[src/spa_pkg.sv]
// Shared constants, action codes and the saturating add for the sparse polynomial adder.
// No dependencies; used by spa_prio, the top module, its checker and its testbench.
`default_nettype none

package spa_pkg;

    localparam int ExpW          = 10;   // exponent field
    localparam int CoefW         = 16;   // loaded coefficient
    localparam int SumW          = 32;   // stored / returned sum
    localparam int ActW          = 2;
    localparam int ExpSpan       = 1 << ExpW;
    localparam int MaxExpDefault = 1024;

    // Presence bits are kept 32 to a memory row.
    localparam int RowBits = 32;
    localparam int IdxW    = 5;

    localparam int InDataW  = 32;   // exponent + coefficient, padded to bytes
    localparam int OutDataW = 48;   // exponent + sum, padded to bytes

    localparam logic [ActW-1:0] ActLoad  = 2'd0;
    localparam logic [ActW-1:0] ActRead  = 2'd1;
    localparam logic [ActW-1:0] ActClear = 2'd2;

    function automatic logic [SumW-1:0] sat_add(input logic [SumW-1:0] a,
                                                input logic [CoefW-1:0] b);
        logic [SumW:0] s;
        s = {a[SumW-1], a} + {{(SumW-CoefW+1){b[CoefW-1]}}, b};
        if (s[SumW] != s[SumW-1]) begin
            sat_add = s[SumW] ? {1'b1, {(SumW-1){1'b0}}} : {1'b0, {(SumW-1){1'b1}}};
        end else begin
            sat_add = s[SumW-1:0];
        end
    endfunction

endpackage

`default_nettype wire

[src/spa_prio.sv]
// Highest-set-bit finder over one presence row, limited to bits at or below a given index.
// Depends on spa_pkg.
`default_nettype none

module spa_prio (
    input  wire logic [spa_pkg::RowBits-1:0] i_word,
    input  wire logic [spa_pkg::IdxW-1:0]    i_lim,
    output logic                             o_found,
    output logic      [spa_pkg::IdxW-1:0]    o_idx
);

    logic [spa_pkg::RowBits-1:0] masked;

    always_comb begin
        for (int i = 0; i < spa_pkg::RowBits; i++) begin
            masked[i] = i_word[i] && (spa_pkg::IdxW'(i) <= i_lim);
        end
    end

    // lowest index first, so the highest set bit wins
    always_comb begin
        o_found = 1'b0;
        o_idx   = '0;
        for (int i = 0; i < spa_pkg::RowBits; i++) begin
            if (masked[i]) begin
                o_found = 1'b1;
                o_idx   = spa_pkg::IdxW'(i);
            end
        end
    end

endmodule

`default_nettype wire

[config.mk]
export PLATFORM = sky130hd
export DESIGN_NAME = spa_prio
export DESIGN_NICKNAME = d
export VERILOG_FILES = /design/src/spa_pkg.sv /design/src/spa_prio.sv
export SDC_FILE = /design/constraint.sdc
export NUM_CORES = 1
export LEC_CHECK = 0
export BUFFER_PORTS_ARGS = -buffer_cell sky130_fd_sc_hd__buf_2
export CORE_ASPECT_RATIO = 0.8
export CORE_MARGIN = 5
export CORE_UTILIZATION = 50
export DETAILED_ROUTE_END_ITERATION = 12
export PLACE_DENSITY_LB_ADDON = 0.15
export SLEW_MARGIN = 0
export SYNTH_ARGS = -nofsm -noshare
export SYNTH_HDL_FRONTEND = slang
export SYNTH_SLANG_ARGS = --single-unit
[constraint.sdc]
create_clock -name vclk -period 2.48
set_input_delay 0.372 -clock vclk [all_inputs]
set_output_delay 0.372 -clock vclk [all_outputs]
set_load 0.01 [all_outputs]
==> results summary <==
The kind of launch point of the worst setup path is an input port. The die area came out at ~0.0028 mm². The tightest hold path in the finished design has a slack of around 1.1 ns. The number of clock buffers in the layout came out at 0. The leakage power summed over all cells came out at 0.0005696 µW. The top cell types in the final layout, fill and taps aside, are 43 x buf_2, 19 x nand2_1, 12 x o21ai_0. The kind of critical path is in2out.

The overall power of the completed layout is between 200 and 250 µW. The cell repeated most along the worst path is buf_2. The number of sequential cells is 0. For this run, the total global-route usage over all layers was measured as 0.2243.

After detailed routing, the total wire length is about 3.4 mm. The number of design rule violations left after detail routing is 0. The routed length per placed instance is between 15 and 20 µm. The final number of max-transition violations came out at 0. The initial utilization of the core area, before any placement, comes to 0.5117. The global routing met3 resource utilization is 0.02394. The post-route minimum period is 2.404 ns. Max-cap violations in this run came to 0.

The worst hold path begins at i_word[0]. The critical path starts at i_lim[1]. The worst setup path is captured at a primary output. The layer flagged by global routing as most heavily used is met2. The count of inserted antenna diode cells came out at 0.

Summing every instance area after synthesis gives 932.1 µm². The HPWL reported at the end of detailed placement came out at approximately 2.8 mm. The overall die height came out at 48.62 µm. Setup repair after global routing left no endpoint under its margin. STA puts the critical path data arrival time at approximately 2.0 ns. Entering global routing, the biggest net connects 17 pins. The detail route stage leaves a number of antenna-violating nets equal to 0.

The horizontal extent of the die came out at between 50 and 60 µm. The met1 demand-to-capacity share in global routing is 0.3422. The warning count from the yosys run came out at 0. A synthesized cell averages 6.214 µm².

The initial antenna violation count came out at 0. The worst-path maximum fanout is 10. The first detailed-routing pass ran for 4 iterations. The path class of the tightest hold or removal check is in2out. In this run the standard cell core region covers 0.001822 mm².

The number of global-route vias before repair is roughly 1200. The met2 capacity usage during global routing came out at 0.3457. The setup TNS after final layout came out at 0 ns. Across all layers, the routed design uses 1364 vias. By area the synthesized netlist is led by nand2_1 7.7%, o21ai_0 7.5%, a21oi_1 5.9%. The share of the synthesized area in the top cell type is 0.07651. Synthesis produced 150 cells. The total number of nets in the final design came out at 229. The most common cell after layout, fill and taps aside is buf_2. The number of port buffers is 43. Using the TritonRoute via totals, the vias-per-cell ratio works out to between 6 and 7. The hold violation count in the final report is 0.

nand2_1 takes more of the synthesized area than any other cell. The routability congestion estimate came out at 0.9274. The wire length of the first global-routing pass came out at around 5.3 mm. Power spread over the standard cell area amounts to a little under 200 mW/mm². The final worst-path cycle share is 0.9695. Buffers inserted to repair hold after CTS numbered 0. The net count of the mapped netlist is ~190. The worst voltage drop across the vdd grid is about 0.00012 V. The post-synthesis to final-layout area growth came out at 28.72%. The total number of placement rows came out at 14. For this design, the slowest cell found on the critical path is or4_4. The critical path goes through buf_2, buf_4, or4_4, a41o_1, a21oi_2, o31ai_1, a31o_1, buf_2. The number of setup violations in the final report is 0.

The top-level I/O count is 43. The post-CTS repair timing setup buffer count came out at 0. The fraction of layout cells with a size suffix above 1 is 0.3368. The worst slew margin relative to its limit came out at 0.7213. The required time of the worst setup path came out at 2.11 ns. The register area is 0 µm². For this run, the slowest stage of the critical path takes ~0.5 ns.

The remaining global-route overflow is 0. The count of cell types in the netlist is slightly below 50. The maximum clock frequency came out at ~420 MHz. The pin slew with the least headroom to its limit came out at ~0.41 ns. For this block, the initial DRC count from the detailed router was 110. The run finished with clean final reports.

Of the synthesized area, sequential elements account for 0.
[Yosys cell counts (all sizes together) (3+ instances only)]
library cell / n
nand3: 5
o21a: 6
a211oi: 4
a21oi: 12
o21ai: 18
o211a: 3
and3: 4
nor2: 9
nor3: 3
o22ai: 4
and2: 4
o211ai: 5
o21bai: 3
buf: 11
inv: 5
nand2: 19
or2: 3
nand4: 4
[metal layers]
layer	share of wire	routed length [µm]	up-vias
met2	0.43	1475	83
met3	0.11	371	8
met5	0	0	-
met1	0.44	1488	609
met4	0.017	56	0
li1	-	-	664
[worst paths after layout]
kind                  endpoint  cells past startpoint
worst min-delay path   o_found                      4
worst max-delay path  o_idx[0]                      8
[critical path, delay by kind of cell]
| kind | cells | cell delay, ns |
|---|---|---|
| AO/OA/AOI/OAI | 4 | 0.70 |
| AND/OR/NAND/NOR | 1 | 0.49 |
| buffers and inverters | 3 | 0.47 |
[power by group]
| group | leakage, µW | internal (µW) | switching (µW) |
|---|---|---|---|
| sequential | 0 | 0 | 0 |
| combinational | 0.000570 | 106 | 133 |
| clock | 0 | 0 | 0 |
| total | 0.000570 | 106 | 133 |
[timing repair]
action,in CTS,in global routing
setup endpoints to repair,0,3
hold endpoints to repair,0,0
gates resized for setup,0,4
[kinds of logic (layout without fill, tap and decap cells)]
kind of cell	after synthesis	in the layout	synth area share
AO/OA/AOI/OAI	75	75	0.5799
AND/OR/NAND/NOR	56	56	0.3047
buffers and inverters	18	58	0.1034
multiplexers	1	1	0.01208
[layout make-up]
type | count | area (µm²)
fill | 170 | 621.8
timing repair buffer | 53 | 302.8
inverter | 5 | 18.77
multi-input combinational | 132 | 848.3
tap | 24 | 30.03
[per-stage QoR]
stage	cells	cell area, µm²	utilization	setup slack (ns)
after detailed placement	214	1187	0.6518	0.09972
after CTS	214	1187	0.6518	0.09172
after floorplan	150	932.1	-	0.4214
final	214	1200	0.6587	0.07575
after global routing	214	1200	0.6587	0.002746
after global placement	214	1187	0.6518	0.08734
(Power assumes the default switching activity.)
